### src/hdl/pidaw_pkg.sv
package pidaw_pkg;

    localparam int DATA_WIDTH_DEF = 32;
    localparam int FRAC_BITS_DEF  = 16;

    localparam int TIME_W        = 32;
    localparam int PERIOD_W      = 16;
    localparam int PERIOD_RESET  = 10;

    // scaled product terms saturate at +-2^60, so 62 signed bits hold them
    localparam int TERM_W        = 62;
    localparam int TERM_MAX_BIT  = 60;

    localparam int REG_IDX_W     = 3;

    typedef enum logic [REG_IDX_W-1:0] {
        REG_GAIN_P   = 3'd0,
        REG_GAIN_I   = 3'd1,
        REG_GAIN_D   = 3'd2,
        REG_LIMIT_LO = 3'd3,
        REG_LIMIT_HI = 3'd4,
        REG_PERIOD   = 3'd5,
        REG_SETPOINT = 3'd6
    } reg_idx_t;

endpackage

### src/hdl/pidaw_regs.sv
module pidaw_regs #(
    parameter int DATA_WIDTH = pidaw_pkg::DATA_WIDTH_DEF,
    parameter int PDATA_W    = 32,
    parameter int ADDR_LSB   = 2,
    parameter int ADDR_W     = 5
) (
    input  logic                                 clk,
    input  logic                                 rst_n,
    input  logic                                 psel,
    input  logic                                 penable,
    input  logic                                 pwrite,
    input  logic [ADDR_W-1:0]                    paddr,
    input  logic [PDATA_W-1:0]                   pwdata,
    output logic [PDATA_W-1:0]                   prdata,
    output logic                                 pready,
    output logic signed [DATA_WIDTH-1:0]         gain_p,
    output logic signed [DATA_WIDTH-1:0]         gain_i_scaled,
    output logic signed [DATA_WIDTH-1:0]         gain_d_scaled,
    output logic signed [DATA_WIDTH-1:0]         limit_low,
    output logic signed [DATA_WIDTH-1:0]         limit_high,
    output logic [pidaw_pkg::PERIOD_W-1:0]       period_ms,
    output logic signed [DATA_WIDTH-1:0]         setpoint
);

    logic signed [DATA_WIDTH-1:0]   gain_p_reg;
    logic signed [DATA_WIDTH-1:0]   gain_i_reg;
    logic signed [DATA_WIDTH-1:0]   gain_d_reg;
    logic signed [DATA_WIDTH-1:0]   limit_low_reg;
    logic signed [DATA_WIDTH-1:0]   limit_high_reg;
    logic [pidaw_pkg::PERIOD_W-1:0] period_reg;
    logic signed [DATA_WIDTH-1:0]   setpoint_reg;

    pidaw_pkg::reg_idx_t            idx;
    logic                           wr_en;
    logic [PDATA_W-1:0]             prdata_next;

    assign idx    = pidaw_pkg::reg_idx_t'(paddr[ADDR_W-1:ADDR_LSB]);
    assign wr_en  = psel && penable && pwrite;
    assign pready = 1'b1;

    always_ff @(posedge clk or negedge rst_n)
    begin
        if (!rst_n)
        begin
            gain_p_reg     <= '0;
            gain_i_reg     <= '0;
            gain_d_reg     <= '0;
            limit_low_reg  <= {1'b1, {(DATA_WIDTH-1){1'b0}}};
            limit_high_reg <= {1'b0, {(DATA_WIDTH-1){1'b1}}};
            period_reg     <= pidaw_pkg::PERIOD_W'(pidaw_pkg::PERIOD_RESET);
            setpoint_reg   <= '0;
        end
        else if (wr_en)
        begin
            unique case (idx)
                pidaw_pkg::REG_GAIN_P:   gain_p_reg     <= pwdata[DATA_WIDTH-1:0];
                pidaw_pkg::REG_GAIN_I:   gain_i_reg     <= pwdata[DATA_WIDTH-1:0];
                pidaw_pkg::REG_GAIN_D:   gain_d_reg     <= pwdata[DATA_WIDTH-1:0];
                pidaw_pkg::REG_LIMIT_LO: limit_low_reg  <= pwdata[DATA_WIDTH-1:0];
                pidaw_pkg::REG_LIMIT_HI: limit_high_reg <= pwdata[DATA_WIDTH-1:0];
                pidaw_pkg::REG_PERIOD:   period_reg     <= pwdata[pidaw_pkg::PERIOD_W-1:0];
                pidaw_pkg::REG_SETPOINT: setpoint_reg   <= pwdata[DATA_WIDTH-1:0];
                default:                 ;
            endcase
        end
    end

    always_comb
    begin
        prdata_next = '0;
        unique case (idx)
            pidaw_pkg::REG_GAIN_P:   prdata_next[DATA_WIDTH-1:0] = gain_p_reg;
            pidaw_pkg::REG_GAIN_I:   prdata_next[DATA_WIDTH-1:0] = gain_i_reg;
            pidaw_pkg::REG_GAIN_D:   prdata_next[DATA_WIDTH-1:0] = gain_d_reg;
            pidaw_pkg::REG_LIMIT_LO: prdata_next[DATA_WIDTH-1:0] = limit_low_reg;
            pidaw_pkg::REG_LIMIT_HI: prdata_next[DATA_WIDTH-1:0] = limit_high_reg;
            pidaw_pkg::REG_PERIOD:   prdata_next[pidaw_pkg::PERIOD_W-1:0] = period_reg;
            pidaw_pkg::REG_SETPOINT: prdata_next[DATA_WIDTH-1:0] = setpoint_reg;
            default:                 prdata_next = '0;
        endcase
    end

    assign prdata        = prdata_next;
    assign gain_p        = gain_p_reg;
    assign gain_i_scaled = gain_i_reg;
    assign gain_d_scaled = gain_d_reg;
    assign limit_low     = limit_low_reg;
    assign limit_high    = limit_high_reg;
    assign period_ms     = period_reg;
    assign setpoint      = setpoint_reg;

endmodule

### config.mk
export PLATFORM = sky130hd
export DESIGN_NAME = pidaw_regs
export DESIGN_NICKNAME = d
export VERILOG_FILES = /design/src/hdl/pidaw_pkg.sv /design/src/hdl/pidaw_regs.sv
export SDC_FILE = /design/constraint.sdc
export NUM_CORES = 1
export LEC_CHECK = 0
export ABC_AREA = 1
export CORE_MARGIN = 3
export CORE_UTILIZATION = 40
export DETAILED_ROUTE_END_ITERATION = 12
export DONT_BUFFER_PORTS = 1
export HOLD_SLACK_MARGIN = 0.1
export PLACE_DENSITY = 0.55
export SLEW_MARGIN = 20
export SYNTH_ARGS = -nofsm -noshare
export SYNTH_HDL_FRONTEND = slang
export SYNTH_SLANG_ARGS = --single-unit
### constraint.sdc
create_clock -name clk -period 1.8 [get_ports clk]
set_clock_uncertainty 0.2 [all_clocks]
set_input_delay 0.36 -clock clk [delete_from_list [all_inputs] [get_ports clk]]
set_output_delay 0.36 -clock clk [all_outputs]
set_load 0.005 [all_outputs]
==> summary.md, run 1 <==
| Metric | Value |
|---|---|
| Outcome | finished with violations |
| Violations in the final reports | negative hold slack, negative setup slack |
| Vias in the first global route | 9242 |
| Post-Layout Cell Count | 1714 |
| Distinct cells, synth | 22 |
| Max Freq | 0.498 GHz |
| Pleak | 6.09 nW |
| MaxCap Viol Count | 0 |
| Die H | 168 um |
| Final Hold Viols | 208 |
| Wire per inst | 23.0 um |
| Setup ws final | -0.208 ns |
| Worst r2r dst | limit_high[1] |
| Final setup fails | 32 |
| Worst Path Arrival | 1.45 ns |
| Worst vdd ir | 0.796 mV |
| Cells after DPL | between 1500 and 2000 |
| Total CTS buffers | 25 |
| Worst hold path type | in2async |
| Worst-Margin Slew | 0.625 ns |
| PD cells | 1080 nW/um^2 |
| Routed vias | 9534 |
| Final period util | 112% |
| Row cnt | 58 |
| HPWL after DPL | between 20 and 25 mm |
| Clk sinks | 208 |
| CTS tree | built |
| Remaining DRCs | 0 |
| CP Data Required Time | 1.24 ns |
| Avg Vias per Cell | 5.56 |
| Worst skew pair latency | slightly above 0.5 ns |
| Die ar. | 28100 um^2 |
| R2R depth | 2 |
| Warnings from Yosys | 0 |
| Area grow syn2layout | 18.8% |
| CTS H-tree depth | 1 |
| Initial antenna violation count | 2 |
| Cell Area, Synth | 10500 um^2 |
| Core ar. | 25400 um^2 |
| Hold slack final | -0.654 ns |
| Critical path class | reg2out |
| Final slew viol count | 0 |
| Die width | 168 um |
| Crit Reg-Reg Startpoint | limit_high[1] |
| Final WL | between 30 and 40 mm |
| Synthesized flop and latch total | ~210 |
| Initial core utilization | 41.2% |
| Min Tclk post-route | about 2 ns |
| Register-to-register setup slack | 0.69 ns |
| Buffers on Ports | 0 |
| CP startpoint kind | flop |
| Crit path max-delay cell type | dfrtp_2 |
| Gr ovfl total | 0 |
| Clock slew at reported path FFs | around 0.060 ns |
| Root Driver | clkbuf_16 |
| RSZ-0062 raised after global routing | true |
| GRT Overall Usage | 27.4% |
| Share of layout cells above drive strength 1 | 17.5% |
| DRT Pass-1 Iters | 6 |
| First-pass GRT wire length | 60.3 mm |
| Detail Route Antenna Nets | 0 |
| Worst path cell trace | nand3_1, nand2_1, nor2_1, buf_4, nand2_4 |
| Hold-fix buffers, CTS | 45 |
| Pin count of the biggest net entering global routing | 209 |
| Crit Path Max Fanout | 3 |
| Bufs on Longest Clock Path | 3 |
| Final net count | 1408 |
| Mapped Cells | 1348 |
| Routability-driven placement congestion ratio | 0.878 |
| DR iter-0 viols | 902 |
| Ports | 283 |
| Post-Syn Area per Cell | approximately 7.8 um^2 |
| Slew Limit Headroom | 58.3% |
| Crit end category | primary output |
| Sequential share of the synthesized area | 50.2% |
| Slowest cell delay on critical path | 0.45 ns |
| Mapped Nets | approximately 1400 |
| Power, Total | 13.4 mW |
## layer usage
metal  global-route usage, %  part of all wire [%]  vias to the layer above
li1                        -                     -                     4466
met1                    39.9                    45                     4644
met2                    41.3                    44                      371
met3                    8.03                   9.9                       49
met4                    4.80                   1.5                        4
met5                       0                 0.058                        -
## stage by stage
stage               worst slack [ns]  area (um^2)  TNS, ns  hold slack [ns]  utilization, %
global placement             -0.0434        10900  -0.0761           -0.129            42.8
global route                  -0.296        12400    -5.82           -0.684            48.9
finish                        -0.208        12400    -3.74           -0.654            48.9
detailed placement           -0.0456        10900  -0.0990           -0.127            42.8
CTS                           -0.214        12300    -5.09           -0.678            48.5
floorplan                    0.00246        10500        0           -0.136               -
## power by group
part,internal [mW],switching [mW]
logic,0.656,1.10
registers,5.71,1.11
clock network,2.84,1.96
total,9.20,4.17
## placed cells by master, fill, tap and decap left out
master,netlist,routed
clkbuf_1,47,8
o21ai_2,0,6
nor2_1,66,48
nand2_1,456,421
nand4_1,98,98
dfstp_2,34,34
nand3_1,80,58
clkinv_2,0,3
dfrtp_2,0,8
buf_12,2,13
dfrtp_1,174,166
inv_1,81,78
buf_4,6,41
dlymetal6s4s_1,0,1
o21ai_1,23,24
nor2_4,7,16
clkinvlp_4,0,1
o21ai_0,201,194
nand2_4,0,2
nor2_2,0,9
inv_2,2,5
nand3_2,3,23
clkbuf_8,0,7
inv_4,1,1
clkbuf_16,0,25
nor2_8,1,1
nand2_2,12,45
dlygate4sd3_1,0,44
diode_2,0,1
nand3_4,0,2
conb_1,1,1
## kinds of logic (layout without fill, tap and decap cells)
kind of cell | count (synthesis) | after routing | share of synthesized area, %
simple gates | 723 | 723 | 30.4
compound gates | 224 | 224 | 10.7
flops | 208 | 208 | 50.2
buf+inv | 192 | 227 | 8.65
other cells | 1 | 2 | 0.0359
## how the worst max path moves through the flow
| stage | start | cells after the start | slack [ns] | to |
|---|---|---|---|---|
| 2_1_floorplan | paddr[4] | 7 | 0.002 | prdata[22] |
| 3_3_place_gp | paddr[3] | 6 | -0.04 | prdata[1] |
| 3_5_place_dp | paddr[3] | 6 | -0.05 | prdata[1] |
| 4_1_cts | gain_d_scaled[2] | 5 | -0.21 | prdata[2] |
| 5_1_grt | gain_d_scaled[2] | 5 | -0.30 | prdata[2] |
| 6_report | gain_p[2] | 5 | -0.21 | prdata[2] |
## Yosys cell counts
cell type / number / share of area [%]
nand3_1: 80 / 3.8
dfstp_2: 34 / 8.5
buf_12: 2 / 0.38
buf_4: 6 / 0.43
nand2_2: 12 / 0.72
dfrtp_1: 174 / 42
o21ai_0: 201 / 9.6
conb_1: 1 / 0.036
nand3_2: 3 / 0.29
nand2_1: 456 / 16
buf_1: 2 / 0.072
o21ai_1: 23 / 1.1
inv_4: 1 / 0.060
nor2_1: 66 / 2.4
nor2_4: 7 / 0.75
buf_2: 41 / 2.0
nor2_8: 1 / 0.19
clkbuf_1: 47 / 1.7
buf_6: 10 / 1.1
nand4_1: 98 / 5.9
inv_1: 81 / 2.9
inv_2: 2 / 0.072
## cell type report
class / count / area, um^2
Timing Repair Buffer: 99 / 1020
Antenna cell: 1 / 2.50
Multi-Input combinational cell: 948 / 4640
Clock inverter: 4 / 22.5
Tap cell: 330 / 413
Clock buffer: 40 / 752
Inverter: 84 / 318
Fill cell: 2487 / 13000
Sequential cell: 208 / 5260
## worst max-delay path: cells and delay by family, from the launching register on
| kind | cells | cell delay [ns] |
|---|---|---|
| buffers and inverters | 1 | 0.16 |
| AND/OR/NAND/NOR | 4 | 0.32 |
| flip-flops | 1 | 0.45 |
## timing repair
action                     CTS  global route
gates resized for setup     77            34
pin swaps                   82            34
hold endpoints to repair   416           208
buffers inserted             0             0
setup endpoints to repair   32            58
cloned                       0             0
No activity file was read; power rests on OpenSTA's default activity.
==> run 2, diff against run 1 <==
--- a/config.mk
+++ b/config.mk
@@ -6,10 +6,12 @@
 export NUM_CORES = 1
 export LEC_CHECK = 0
 export ABC_AREA = 1
+export ABC_CLOCK_PERIOD_IN_PS = 1800
 export CORE_MARGIN = 3
 export CORE_UTILIZATION = 40
 export DETAILED_ROUTE_END_ITERATION = 12
 export DONT_BUFFER_PORTS = 1
+export GPL_TIMING_DRIVEN = 0
 export HOLD_SLACK_MARGIN = 0.1
 export PLACE_DENSITY = 0.55
 export SLEW_MARGIN = 20
==> summary.md, run 2 (synthesis gave the netlist of run 1 again) <==
| Metric | Value |
|---|---|
| CP startpoint kind | flop |
| Clk sinks | ~210 |
| Setup ws final | -0.232 ns |
| Die H | 168 um |
| Final Hold Viols | 208 |
| Hold-fix buffers, CTS | 35 |
| Violations in the final reports | negative hold slack, negative setup slack |
| CTS H-tree depth | 1 |
| Crit Reg-Reg Startpoint | limit_low[31] |
| Ports | between 200 and 300 |
| Vias in the first global route | about 9600 |
| Worst-Margin Slew | 0.775 ns |
| Root Driver | clkbuf_16 |
| Routed vias | 10335 |
| Max Freq | slightly below 0.5 GHz |
| CP Data Required Time | 1.24 ns |
| Hold slack final | -0.673 ns |
| Outcome | finished with violations |
| CP Capture Point | prdata[1] |
| Core ar. | 25400 um^2 |
| Register-to-register setup slack | 0.73 ns |
| Slew Limit Headroom | 48.3% |
| Bufs on Longest Clock Path | 3 |
| Placed cell area | 10900 um^2 |
| Final slew viol count | 0 |
| Design area | 12700 um^2 |
| DR iter-0 viols | 1080 |
| Crit end category | primary output |
| Worst skew pair latency | 0.52 ns |
| Pin count of the biggest net entering global routing | 209 |
| Avg Vias per Cell | 5.86 |
| DRT Pass-1 Iters | 5 |
| Worst r2r dst | limit_low[31] |
| Share of layout cells above drive strength 1 | 20.7% |
| Final period util | 113% |
| CP startpoint | limit_high[1] |
| Final setup fails | 32 |
| Multi-input logic area | ~4700 um^2 |
| MaxCap Viol Count | 0 |
| Fill cells | 2532 |
| Final core utilization | 49.9% |
| Row cnt | 58 |
| R2R depth | 2 |
| Worst vdd ir | 0.652 mV |
| Area grow syn2layout | 21.2% |
| Crit Path Max Fanout | 2 |
| Number of diodes | 0 |
| First-pass GRT wire length | 67.2 mm |
| Worst Path Arrival | 1.47 ns |
| Most common cell after layout, fill and taps aside | nand2_1 |
| Routability-driven placement congestion ratio | 0.917 |
| HPWL after DPL | 31.9 mm |
| Register area | 5270 um^2 |
| Remaining DRCs | 0 |
| Die width | ~170 um |
| Clock slew at reported path FFs | approximately 0.06 ns |
| Worst hold path type | in2async |
| Most frequent cells in the layout | 418 x nand2_1, 193 x o21ai_0, 153 x dfrtp_1 |
| Gr ovfl total | 0 |
| Detail Route Antenna Nets | 0 |
| Critical path class | reg2out |
| Total CTS buffers | 24 |
| Final WL | 46.1 mm |
| Min Tclk post-route | 2.03 ns |
| Buffers on Ports | 0 |
| Initial antenna violation count | 0 |
| Die ar. | about 28000 um^2 |
| RSZ-0062 raised after global routing | true |
| CTS tree | built |
| PD cells | 1100 nW/um^2 |
| Final net count | 1459 |
| Wire per inst | roughly 26 um |
| Pleak | ~6.2 nW |
| Initial core utilization | 41.2% |
| GRT Overall Usage | 31.7% |
==> run 2: changes by cell type in the layout (fill, tap and decap cells not counted), moves of 6 or more <==
cell | before | now
clkbuf_2 | 0 | 10
o21ai_1 | 24 | 30
buf_12 | 13 | 3
nor2_1 | 48 | 39
buf_4 | 41 | 34
clkbuf_1 | 8 | 34
clkbuf_4 | 0 | 7
buf_6 | 0 | 22
dfrtp_2 | 8 | 21
dfrtp_1 | 166 | 153
dlygate4sd3_1 | 44 | 35
buf_2 | 0 | 11
==> run 2: critical path, stage by stage, from the launching register on <==
cell     delay [ns]
dfstp_2        0.56
inv_2          0.05
nor2_4         0.15
nor2_1         0.06
nand2_1        0.11
==> run 2: through the flow <==
stage	setup WS, ns	power [mW]	instances	TNS, ns
3_3_place_gp	-0.575	8.49	1678	-34.13
4_1_cts	-0.233	13.8	1762	-4.75
2_1_floorplan	0.00246	7.60	1348	0
3_5_place_dp	-0.599	8.55	1678	-36.71
5_1_grt	-0.285	14.5	1765	-6.06
6_report	-0.232	13.9	1765	-4.66
==> run 2: worst min path at each step <==
stage           from                 to  slack [ns]  cells past startpoint
2_1_floorplan  rst_n   gain_d_scaled[0]       -0.14                      0
3_3_place_gp   rst_n  gain_d_scaled[25]       -0.13                      0
3_5_place_dp   rst_n       setpoint[23]       -0.13                      0
4_1_cts        rst_n  gain_i_scaled[25]       -0.67                      0
5_1_grt        rst_n  gain_i_scaled[25]       -0.69                      0
6_report       rst_n  gain_i_scaled[25]       -0.67                      0
==> run 2: area by class of cell <==
class	count	area share (%)
Timing Repair Buffer	43	3.34
Inverter	84	2.53
Tap cell	330	3.26
Sequential cell	208	41.6
Clock inverter	5	0.415
Buffer	108	6.15
Multi-Input combinational cell	948	36.8
Clock buffer	39	5.83
==> run 2: layer usage <==
metal,vias up,share of wire [%],GRT usage (%)
li1,4564,-,-
met1,5085,41,45.0
met2,592,44,46.2
met3,94,13,11.6
met4,0,2.7,8.04
met5,-,0,0
==> run 2: repair_timing <==
| action | 4_1_cts | 5_1_grt |
|---|---|---|
| pin swaps | 81 | 46 |
| buffers inserted | 5 | 3 |
| hold endpoints to repair | 416 | 208 |
| cloned | 0 | 0 |
| gates resized for setup | 163 | 64 |
| endpoints found under the setup margin | 32 | 56 |
==> run 2: power breakdown <==
group / switching (mW) / total [mW] / internal, mW
combinational: 1.32 / 2.01 / 0.688
sequential: 1.17 / 6.89 / 5.71
clock: 2.05 / 4.99 / 2.94
total: 4.54 / 13.9 / 9.34
